==> src/hdl/ipv6rf_pkg.sv <==
// ipv6rf_pkg: types and constants shared by the receive filter and its group cells
// no dependencies; compile first

package ipv6rf_pkg;

   // action codes of a request
   localparam logic [1:0] ACT_RECEIVE = 2'd0;
   localparam logic [1:0] ACT_JOIN    = 2'd1;
   localparam logic [1:0] ACT_LEAVE   = 2'd2;

   // result status codes
   localparam logic [2:0] STAT_OK         = 3'd0;
   localparam logic [2:0] STAT_DROPPED    = 3'd1;
   localparam logic [2:0] STAT_NOT_MCAST  = 3'd2;
   localparam logic [2:0] STAT_NO_SPACE   = 3'd3;
   localparam logic [2:0] STAT_NOT_FOUND  = 3'd4;

   // register indexes on the csr port
   localparam logic [2:0] REG_ENABLE        = 3'd0;
   localparam logic [2:0] REG_LINK_LOCAL_HI = 3'd1;
   localparam logic [2:0] REG_LINK_LOCAL_LO = 3'd2;
   localparam logic [2:0] REG_GLOBAL_HI     = 3'd3;
   localparam logic [2:0] REG_GLOBAL_LO     = 3'd4;
   localparam logic [2:0] REG_SLOT_HEADERS  = 3'd5;
   localparam logic [2:0] REG_SLOT_VALID    = 3'd6;

   // header constants
   localparam logic [15:0] HDR_BYTES    = 16'd40;
   localparam logic [3:0]  IP_VERSION   = 4'd6;
   localparam logic [7:0]  MCAST_PREFIX = 8'hFF;

   typedef struct packed {
      logic [1:0]  action;
      logic [3:0]  version;
      logic [63:0] addr_hi;
      logic [63:0] addr_lo;
      logic [7:0]  next_hdr;
      logic [15:0] ip_plen;
      logic [15:0] frame_len;
   } req_type;

   typedef struct packed {
      logic [2:0]  status;
      logic [7:0]  handler_mask;
      logic [15:0] data_len;
   } rsp_type;

   // command broadcast from the controller to every group cell
   typedef struct packed {
      logic        capture;
      logic        commit;
      logic        join_new;
      logic        leave;
      logic [63:0] addr_hi;
      logic [63:0] addr_lo;
   } cell_cmd_type;

   // priority flags passed from cell to cell
   typedef struct packed {
      logic match_any;
      logic free_any;
   } chain_type;

   // table updates made by one cell
   typedef struct packed {
      logic set;
      logic clr;
   } cell_wr_type;

endpackage

==> src/hdl/ipv6rf_cell.sv <==
// ipv6rf_cell: one multicast group entry with its compare and priority link
// depends on ipv6rf_pkg

module ipv6rf_cell (
   input  logic                     clock,
   input  logic                     reset,
   input  ipv6rf_pkg::cell_cmd_type cmd,
   input  ipv6rf_pkg::chain_type    chain_in,
   output ipv6rf_pkg::chain_type    chain_out,
   output ipv6rf_pkg::cell_wr_type  wr
);

   logic        used_ff, used_in;
   logic        match_ff, match_in;
   logic [63:0] addr_hi_ff, addr_hi_in;
   logic [63:0] addr_lo_ff, addr_lo_in;

   // compare against the request address, held through the resolve state
   assign match_in = cmd.capture ? (used_ff && addr_hi_ff == cmd.addr_hi &&
                                    addr_lo_ff == cmd.addr_lo)
                                 : match_ff;

   // first free cell takes a new group, first matching cell is freed on leave
   assign wr.set = cmd.commit && cmd.join_new && !used_ff && !chain_in.free_any;
   assign wr.clr = cmd.commit && cmd.leave && match_ff && !chain_in.match_any;

   assign used_in    = wr.set ? 1'b1 : (wr.clr ? 1'b0 : used_ff);
   assign addr_hi_in = wr.set ? cmd.addr_hi : addr_hi_ff;
   assign addr_lo_in = wr.set ? cmd.addr_lo : addr_lo_ff;

   // pass priority flags to the next cell
   assign chain_out.match_any = chain_in.match_any || match_ff;
   assign chain_out.free_any  = chain_in.free_any || !used_ff;

   // control state
   always_ff @(posedge clock) begin
      if (reset) begin
         used_ff  <= 1'b0;
         match_ff <= 1'b0;
      end else begin
         used_ff  <= used_in;
         match_ff <= match_in;
      end
   end

   // group address storage
   always_ff @(posedge clock) begin
      addr_hi_ff <= addr_hi_in;
      addr_lo_ff <= addr_lo_in;
   end

endmodule

==> src/hdl/ipv6_receive_filter_group_table_unit.sv <==
// ipv6_receive_filter_group_table_unit: ipv6 receive filter with a multicast group table
// an accepted request passes the match and resolve states and retires into the output
// register, and the next is taken only as it retires; the group cells compare in the match
// state and resolve first-match / first-free priority along the row in the resolve state
// reset: synchronous, clears state, config registers, group used bits and the output valid
// depends on ipv6rf_pkg and ipv6rf_cell

module ipv6_receive_filter_group_table_unit #(
   parameter int GROUP_ENTRIES = 8,
   parameter int SLOTS         = 8
) (
   input  logic                clock,
   input  logic                reset,
   input  logic                req_valid,
   output logic                req_stall,
   input  ipv6rf_pkg::req_type req_data,
   output logic                rsp_valid,
   input  logic                rsp_stall,
   output ipv6rf_pkg::rsp_type rsp_data,
   input  logic                csr_psel,
   input  logic                csr_penable,
   input  logic                csr_pwrite,
   input  logic [5:0]          csr_paddr,
   input  logic [63:0]         csr_pwdata,
   output logic [63:0]         csr_prdata,
   output logic                csr_pready
);

   typedef enum logic [2:0] {
      ST_IDLE    = 3'b001,
      ST_MATCH   = 3'b010,
      ST_RESOLVE = 3'b100
   } state_type;

   state_type state_ff, state_in;

   logic        enable_ff, enable_in;
   logic [63:0] link_local_hi_ff, link_local_hi_in;
   logic [63:0] link_local_lo_ff, link_local_lo_in;
   logic [63:0] global_hi_ff, global_hi_in;
   logic [63:0] global_lo_ff, global_lo_in;
   logic [63:0] slot_headers_ff, slot_headers_in;
   logic [7:0]  slot_valid_ff, slot_valid_in;

   ipv6rf_pkg::req_type item_ff, item_in;
   ipv6rf_pkg::rsp_type rsp_data_ff, rsp_data_in;
   logic                rsp_valid_ff, rsp_valid_in;

   logic                     csr_write;
   logic [2:0]               csr_index;
   logic                     req_accept;
   logic                     out_free;
   logic                     commit;
   logic                     group_found;
   logic                     group_free;
   logic                     is_mcast;
   logic                     recv_ok;
   logic                     to_ll;
   logic                     to_global;
   logic [15:0]              room;
   logic [7:0]               mask;
   ipv6rf_pkg::rsp_type      result;
   ipv6rf_pkg::cell_cmd_type cmd;
   ipv6rf_pkg::chain_type    link [GROUP_ENTRIES+1];
   logic [GROUP_ENTRIES-1:0] set_vec;
   logic [GROUP_ENTRIES-1:0] clr_vec;

   // csr write and read
   assign csr_pready = 1'b1;
   assign csr_write  = csr_psel && csr_penable && csr_pwrite;
   assign csr_index  = csr_paddr[5:3];

   always_comb begin
      enable_in        = enable_ff;
      link_local_hi_in = link_local_hi_ff;
      link_local_lo_in = link_local_lo_ff;
      global_hi_in     = global_hi_ff;
      global_lo_in     = global_lo_ff;
      slot_headers_in  = slot_headers_ff;
      slot_valid_in    = slot_valid_ff;
      if (csr_write) begin
         case (csr_index)
            ipv6rf_pkg::REG_ENABLE:        enable_in        = csr_pwdata[0];
            ipv6rf_pkg::REG_LINK_LOCAL_HI: link_local_hi_in = csr_pwdata;
            ipv6rf_pkg::REG_LINK_LOCAL_LO: link_local_lo_in = csr_pwdata;
            ipv6rf_pkg::REG_GLOBAL_HI:     global_hi_in     = csr_pwdata;
            ipv6rf_pkg::REG_GLOBAL_LO:     global_lo_in     = csr_pwdata;
            ipv6rf_pkg::REG_SLOT_HEADERS:  slot_headers_in  = csr_pwdata;
            ipv6rf_pkg::REG_SLOT_VALID:    slot_valid_in    = csr_pwdata[7:0];
            default: ;
         endcase
      end
   end

   always_comb begin
      case (csr_index)
         ipv6rf_pkg::REG_ENABLE:        csr_prdata = {63'd0, enable_ff};
         ipv6rf_pkg::REG_LINK_LOCAL_HI: csr_prdata = link_local_hi_ff;
         ipv6rf_pkg::REG_LINK_LOCAL_LO: csr_prdata = link_local_lo_ff;
         ipv6rf_pkg::REG_GLOBAL_HI:     csr_prdata = global_hi_ff;
         ipv6rf_pkg::REG_GLOBAL_LO:     csr_prdata = global_lo_ff;
         ipv6rf_pkg::REG_SLOT_HEADERS:  csr_prdata = slot_headers_ff;
         ipv6rf_pkg::REG_SLOT_VALID:    csr_prdata = {56'd0, slot_valid_ff};
         default:                       csr_prdata = 64'd0;
      endcase
   end

   // handshake: take a request when idle or while the current one retires
   assign out_free   = !rsp_valid_ff || !rsp_stall;
   assign commit     = (state_ff == ST_RESOLVE) && out_free;
   assign req_stall  = !((state_ff == ST_IDLE) || commit);
   assign req_accept = req_valid && !req_stall;
   assign item_in    = req_accept ? req_data : item_ff;

   always_comb begin
      case (state_ff)
         ST_IDLE:    state_in = req_accept ? ST_MATCH : ST_IDLE;
         ST_MATCH:   state_in = ST_RESOLVE;
         ST_RESOLVE: state_in = commit ? (req_accept ? ST_MATCH : ST_IDLE) : ST_RESOLVE;
         default:    state_in = ST_IDLE;
      endcase
   end

   // command to the group cells
   assign is_mcast     = item_ff.addr_hi[63:56] == ipv6rf_pkg::MCAST_PREFIX;
   assign cmd.capture  = state_ff == ST_MATCH;
   assign cmd.commit   = commit;
   assign cmd.join_new = (item_ff.action == ipv6rf_pkg::ACT_JOIN) && is_mcast && !group_found;
   assign cmd.leave    = item_ff.action == ipv6rf_pkg::ACT_LEAVE;
   assign cmd.addr_hi  = item_ff.addr_hi;
   assign cmd.addr_lo  = item_ff.addr_lo;

   // row of group cells
   assign link[0] = '0;

   for (genvar g = 0; g < GROUP_ENTRIES; g++) begin : g_cell
      ipv6rf_pkg::cell_wr_type wr;

      ipv6rf_cell u_cell (
         .clock     (clock),
         .reset     (reset),
         .cmd       (cmd),
         .chain_in  (link[g]),
         .chain_out (link[g+1]),
         .wr        (wr)
      );

      assign set_vec[g] = wr.set;
      assign clr_vec[g] = wr.clr;
   end

   assign group_found = link[GROUP_ENTRIES].match_any;
   assign group_free  = link[GROUP_ENTRIES].free_any;

   // receive checks
   assign recv_ok = enable_ff && (item_ff.frame_len >= ipv6rf_pkg::HDR_BYTES) &&
                    (item_ff.version == ipv6rf_pkg::IP_VERSION);
   assign to_ll   = (item_ff.addr_hi == link_local_hi_ff) &&
                    (item_ff.addr_lo == link_local_lo_ff);
   assign to_global = ((global_hi_ff != 64'd0) || (global_lo_ff != 64'd0)) &&
                      (item_ff.addr_hi == global_hi_ff) && (item_ff.addr_lo == global_lo_ff);
   assign room    = item_ff.frame_len - ipv6rf_pkg::HDR_BYTES;

   // dispatch slots matching the next header
   always_comb begin
      mask = 8'd0;
      for (int i = 0; i < SLOTS; i++) begin
         if (slot_valid_ff[i] && (slot_headers_ff[8*i +: 8] == item_ff.next_hdr)) begin
            mask[i] = 1'b1;
         end
      end
   end

   // result of the request
   always_comb begin
      result        = '0;
      result.status = ipv6rf_pkg::STAT_DROPPED;
      case (item_ff.action)
         ipv6rf_pkg::ACT_RECEIVE: begin
            if (recv_ok && (to_ll || to_global || is_mcast || group_found)) begin
               result.status       = ipv6rf_pkg::STAT_OK;
               result.handler_mask = mask;
               result.data_len     = (item_ff.ip_plen > room) ? room : item_ff.ip_plen;
            end
         end
         ipv6rf_pkg::ACT_JOIN: begin
            if (!is_mcast) begin
               result.status = ipv6rf_pkg::STAT_NOT_MCAST;
            end else if (group_found || group_free) begin
               result.status = ipv6rf_pkg::STAT_OK;
            end else begin
               result.status = ipv6rf_pkg::STAT_NO_SPACE;
            end
         end
         ipv6rf_pkg::ACT_LEAVE: begin
            result.status = group_found ? ipv6rf_pkg::STAT_OK : ipv6rf_pkg::STAT_NOT_FOUND;
         end
         default: ;
      endcase
   end

   // output register
   assign rsp_valid_in = commit ? 1'b1 : (rsp_valid_ff && rsp_stall);
   assign rsp_data_in  = commit ? result : rsp_data_ff;
   assign rsp_valid    = rsp_valid_ff;
   assign rsp_data     = rsp_data_ff;

   // control and configuration state
   always_ff @(posedge clock) begin
      if (reset) begin
         state_ff         <= ST_IDLE;
         rsp_valid_ff     <= 1'b0;
         enable_ff        <= 1'b0;
         link_local_hi_ff <= 64'd0;
         link_local_lo_ff <= 64'd0;
         global_hi_ff     <= 64'd0;
         global_lo_ff     <= 64'd0;
         slot_headers_ff  <= 64'd0;
         slot_valid_ff    <= 8'd0;
      end else begin
         state_ff         <= state_in;
         rsp_valid_ff     <= rsp_valid_in;
         enable_ff        <= enable_in;
         link_local_hi_ff <= link_local_hi_in;
         link_local_lo_ff <= link_local_lo_in;
         global_hi_ff     <= global_hi_in;
         global_lo_ff     <= global_lo_in;
         slot_headers_ff  <= slot_headers_in;
         slot_valid_ff    <= slot_valid_in;
      end
   end

   // payload registers
   always_ff @(posedge clock) begin
      item_ff     <= item_in;
      rsp_data_ff <= rsp_data_in;
   end

   // at most one cell takes a new group per request
   assert property (@(posedge clock) disable iff (reset) $onehot0(set_vec))
      else $error("more than one group cell written");

   // at most one cell is freed per request
   assert property (@(posedge clock) disable iff (reset) $onehot0(clr_vec))
      else $error("more than one group cell freed");

   // a retiring request always shows up on the output
   assert property (@(posedge clock) disable iff (reset) commit |=> rsp_valid)
      else $error("retired request produced no response");

   // a table update only happens together with a successful status
   assert property (@(posedge clock) disable iff (reset)
      ((set_vec != '0) || (clr_vec != '0)) |-> (result.status == ipv6rf_pkg::STAT_OK))
      else $error("table changed on a failing request");

endmodule
==> config.mk <==
export PLATFORM = sky130hd
export DESIGN_NAME = ipv6_receive_filter_group_table_unit
export DESIGN_NICKNAME = d
export VERILOG_FILES = /design/src/hdl/ipv6rf_pkg.sv /design/src/hdl/ipv6rf_cell.sv /design/src/hdl/ipv6_receive_filter_group_table_unit.sv
export SDC_FILE = /design/constraint.sdc
export NUM_CORES = 2
export LEC_CHECK = 0
export BUFFER_PORTS_ARGS = -buffer_cell sky130_fd_sc_hd__buf_2
export CAP_MARGIN = 25
export CORE_MARGIN = 4
export CORE_UTILIZATION = 55
export CTS_CLUSTER_SIZE = 40
export DETAILED_ROUTE_END_ITERATION = 10
export PLACE_DENSITY = 0.85
export SLEW_MARGIN = 20
export SYNTH_ARGS = -nofsm -noshare
export SYNTH_HDL_FRONTEND = slang
export SYNTH_SLANG_ARGS = --single-unit
==> constraint.sdc <==
create_clock -name clock -period 22.7 [get_ports clock]
set_clock_uncertainty 0.05 [all_clocks]
set_input_delay 3.405 -clock clock [delete_from_list [all_inputs] [get_ports clock]]
set_output_delay 3.405 -clock clock [all_outputs]
set_load 0.1 [all_outputs]
==> results.md <==
Status:
- The flow ran to the end, and the final reports show no timing, DRC or antenna violations.

Drt:
- The average routed wire per standard cell is 40.3 um.
- For this run, design rule violations remaining after detail routing come to 0.
- Once detail routing completed, the nets flagged for antenna violations numbered 0.
- The total vias in the final route is 54,600.
- The detailed-route vias per instance is 7.07.
- The number of DRC markers in iteration 0 is 11,000.
- After detailed routing, the total wire length is 312 mm.
- The detailed-routing iteration count for the pre-antenna-repair pass is 8.

Worst setup path:
- The element type at the critical path start is an input pin.
- In this design, the critical path's most frequently occurring cell is sky130_fd_sc_hd__buf_4.
- Data on the critical path is required at its endpoint by 19.25 ns.
- Walking the worst path, the cells encountered are buf_4, buf_4, nand2b_1, o22ai_1, buf_2.
- On the critical path, the stage with the largest delay is an instance of sky130_fd_sc_hd__buf_4.
- The arrival time reported for the critical path endpoint is 6.51 ns.
- The classification of the worst setup path is in2out.
- In this design, the stage delay of the slowest critical-path cell is 0.75 ns.
- The endpoint type of the worst setup path is a primary output.
- The critical-path maximum fanout is 47.

Clocking:
- The clock passes through at most 3 buffers.
- The clock tree from TritonCTS is done.
- The number of gates resized after CTS was 0.
- The H-tree generated during clock tree synthesis spans 4 levels.
- CTS placed an instance of sky130_fd_sc_hd__clkbuf_16 at the clock tree root.
- The post-cts hold buffer count is 0.
- The clock slew seen by the registers of the worst setup and hold paths is 0.06 ns.
- The number of clock buffers inserted by TritonCTS is 163.
- The clock net in this run drives a total of 1,574 sinks.
- The clock insertion delay at the later pin of the skew report is 0.83 ns.
- After clock tree synthesis, the setup repair step added 0 buffers.

Place:
- The congestion estimate from routability-driven global placement came to 1.10.
- Buffers placed on the I/O ports in this run total 340.
- Including well taps, the total number of placed cells is 7,399.
- The sum of net half-perimeters after detailed placement is 211 mm.
- Summing all placed instances gives a cell area of 0.0728 mm2.

STA:
- After routing, the total negative slack on setup checks comes to 0 ns.
- Setup repair after global routing left no endpoint under its margin.
- Static timing analysis puts the maximum clock frequency at 0.100 GHz.
- Final hold analysis gives a worst-case slack of 0.434 ns.
- Headroom to the max-slew limit came out at 21.5%.
- The number of max-slew violations in the final report was 0.
- The final critical-path share of the clock period is 43.9%.
- The number of hold violations in the final report came to 0.
- After layout, the minimum clock period comes to 9.96 ns.
- The setup-violating endpoint count in the final report is 0.
- The transition time at the pin with the least slew margin is 1.18 ns.

Global route:
- The number of global-route vias before repair is 50,300.
- The total routing resource utilization after global routing is 46.6%.
- The maximum number of pins on one net before global-route repair is 166.
- The initial antenna violation count is 29.
- For this run the aggregate overflow at the end of global routing stands at 0.
- The global-route wire length before repair is 414 mm.

Synth:
- The netlist area before placement is 0.0685 mm2.
- The async set or reset register ratio after synthesis is 0%.
- The synthesized design contains 1,574 register bits.
- After technology mapping, the gate count stands at 5,502.
- The number of different library cells used by synthesis comes to 73.
- The average cell area after synthesis is 12.5 um2.
- After synthesis, the cell types taking the most area are sky130_fd_sc_hd__edfxtp_1, sky130_fd_sc_hd__dfxtp_1, sky130_fd_sc_hd__xnor2_1.
- The top flip-flop cell by instance count after synthesis is sky130_fd_sc_hd__edfxtp_1.
- The area share of the leading cell type in the synthesized netlist is 53.7%.
- The most instantiated library cell after synthesis is sky130_fd_sc_hd__edfxtp_1.
- Yosys mapped a number of flops with a built-in enable equal to 1,225.
- For this run, the number of Yosys warnings is 0.
- The share of synthesized area occupied by flip-flops and latches is 63.9%.
- After synthesis, the most frequently instantiated cells are sky130_fd_sc_hd__edfxtp_1, sky130_fd_sc_hd__nand2_1, sky130_fd_sc_hd__xnor2_1.
- The biggest area consumer among synthesized cells is sky130_fd_sc_hd__edfxtp_1.
- The synthesized netlist net count is 5,770.

Die:
- The die footprint is 0.130 mm2.
- For this design the top-level I/O count stands at 345.
- The number of standard-cell rows in the floorplan is 129.
- The y dimension of the die is 361 um.
- The effective utilization at floorplan is 55.4%.
- The region available for standard cell placement spans 0.124 mm2.
- Measured along the x axis, the die boundary spans 361 um.

Pwr:
- The areal power density over the cells is 84.8 mW/mm2.
- The analysis attributes to cell leakage a power of 26.3 nW.
- The worst-case IR drop observed on VDD is 0.0837 mV.

Finish:
- The fraction of layout cells with a size suffix above 1 is 14.9%.
- The area of all placed cells without fillers is 0.0784 mm2.
- The final instance count without filler cells is 7,727.
- The end-of-flow core utilization is 63.3%.
- The signed area change from the synthesized netlist to the final layout is 14.4%.
- The final layout contains 6,201 nets.

Worst hold path:
- The type of the tightest min-delay check is reg2reg.

Flow run:
- The tool flagged a number of max-cap violations equal to 0.
final timing paths:
path	start	endpoint	slack (ns)	depth (start not counted)
hold / removal	link_local_hi_ff[52]	link_local_hi_ff[52]	0.43	2
setup reg to reg	state_ff[2]	g_cell[1].u_cell.addr_lo_ff[63]	17.98	9
hold reg to reg	link_local_hi_ff[52]	link_local_hi_ff[52]	0.43	2
setup / recovery	csr_paddr[4]	csr_prdata[21]	12.74	5
through the flow:
stage | total power (W) | worst slack, ns
after global routing | 0.00675 | 12.83
after CTS | 0.00659 | 12.95
final | 0.00665 | 12.74
after global placement | 0.00387 | 12.97
after detailed placement | 0.00388 | 12.96
after floorplan | 0.00354 | 5.39
sequential cells by signal, summed over array words and instances (netlist names):
| signal | count |
|---|---|
| g_cell.u_cell.addr_lo_ff | 512 |
| link_local_lo_ff | 64 |
| enable_ff | 1 |
| g_cell.u_cell.addr_hi_ff | 512 |
| cmd | 128 |
| rsp_valid | 1 |
| g_cell.u_cell.match_ff | 8 |
| link_local_hi_ff | 64 |
| item_ff | 46 |
| rsp_data | 27 |
| global_lo_ff | 64 |
| slot_valid_ff | 8 |
| global_hi_ff | 64 |
| g_cell.u_cell.used_ff | 8 |
| state_ff | 3 |
| slot_headers_ff | 64 |
metal layers:
| layer | up-vias | wire length, um | track usage (%) |
|---|---|---|---|
| met5 | - | 84 | 0 |
| met4 | 6 | 32500 | 38.1 |
| met3 | 1436 | 52600 | 18.0 |
| met2 | 5725 | 126000 | 65.1 |
| met1 | 26300 | 100000 | 57.4 |
| li1 | 21100 | - | - |
cell type report:
cell class	count	area, um2
sequential	1574	43800
tap	1637	2050
timing repair buffer	566	3490
inverter	212	808
clock inverter	84	986
fill	9118	45400
multi-input combinational	3416	22700
antenna	20	50.0
clock buffer	218	4510
power breakdown:
| part | leakage, nW | total, W | internal [W] | switching, W |
|---|---|---|---|---|
| clock network | 2.69 | 0.00278 | 0.00159 | 0.00119 |
| registers | 13.9 | 0.00319 | 0.00315 | 0.0000424 |
| logic | 9.74 | 0.000678 | 0.000158 | 0.000521 |
| total | 26.3 | 0.00665 | 0.00489 | 0.00176 |
cells by family (layout without fill, tap and decap cells):
kind of cell               count (synthesis)  count (layout)  synth area share (%)
xor gates and xnor gates                 896             896                  11.5
other                                      1              21               0.00547
AOI/OAI and AO/OA                        972             972                  9.57
DFF                                     1574            1574                  63.9
and+or+nand+nor                         1439            1439                  10.2
adders and majority gates                 17              17                 0.310
muxes                                     91              91                  1.36
buffers and inverters                    512            1080                  3.19
placed cells by master, fill, tap and decap left out, types with 8 or more instances in the layout:
cell type / synthesis / routed
sky130_fd_sc_hd__buf_4: 14 / 217
sky130_fd_sc_hd__o2111ai_1: 36 / 36
sky130_fd_sc_hd__clkbuf_16: 0 / 165
sky130_fd_sc_hd__a22o_1: 69 / 69
sky130_fd_sc_hd__mux2_2: 16 / 16
sky130_fd_sc_hd__a221oi_1: 93 / 93
sky130_fd_sc_hd__edfxtp_1: 1225 / 1225
sky130_fd_sc_hd__clkinv_2: 0 / 28
sky130_fd_sc_hd__a2111oi_0: 22 / 22
sky130_fd_sc_hd__clkinv_1: 10 / 27
sky130_fd_sc_hd__nor2b_1: 18 / 15
sky130_fd_sc_hd__xor2_1: 390 / 390
sky130_fd_sc_hd__clkbuf_8: 0 / 18
sky130_fd_sc_hd__nor4_2: 2 / 10
sky130_fd_sc_hd__inv_2: 8 / 8
sky130_fd_sc_hd__a22oi_1: 20 / 20
sky130_fd_sc_hd__ha_1: 17 / 17
sky130_fd_sc_hd__inv_1: 193 / 191
sky130_fd_sc_hd__nor3_1: 32 / 29
sky130_fd_sc_hd__clkbuf_1: 161 / 35
sky130_fd_sc_hd__nand3_1: 35 / 34
sky130_fd_sc_hd__a21oi_1: 400 / 399
sky130_fd_sc_hd__diode_2: 0 / 20
sky130_fd_sc_hd__nand2b_1: 106 / 106
sky130_fd_sc_hd__a221o_1: 26 / 26
sky130_fd_sc_hd__o21ai_0: 38 / 38
sky130_fd_sc_hd__nor4_1: 211 / 203
sky130_fd_sc_hd__bufinv_16: 0 / 16
sky130_fd_sc_hd__nand4_1: 189 / 189
sky130_fd_sc_hd__o22ai_1: 145 / 145
sky130_fd_sc_hd__xnor2_1: 502 / 502
sky130_fd_sc_hd__buf_2: 102 / 341
sky130_fd_sc_hd__o2bb2ai_1: 77 / 77
sky130_fd_sc_hd__dfxtp_1: 349 / 349
sky130_fd_sc_hd__nor2_1: 102 / 98
sky130_fd_sc_hd__mux2i_1: 75 / 75
sky130_fd_sc_hd__a211oi_2: 9 / 9
sky130_fd_sc_hd__nand2_1: 708 / 704
critical path: cells and delay by family:
| family | cells | cell delay [ns] |
|---|---|---|
| AND/OR/NAND/NOR | 1 | 0.75 |
| AO/OA/AOI/OAI | 1 | 0.51 |
| buffers and inverters | 3 | 1.81 |
(Power assumes the default switching activity.)
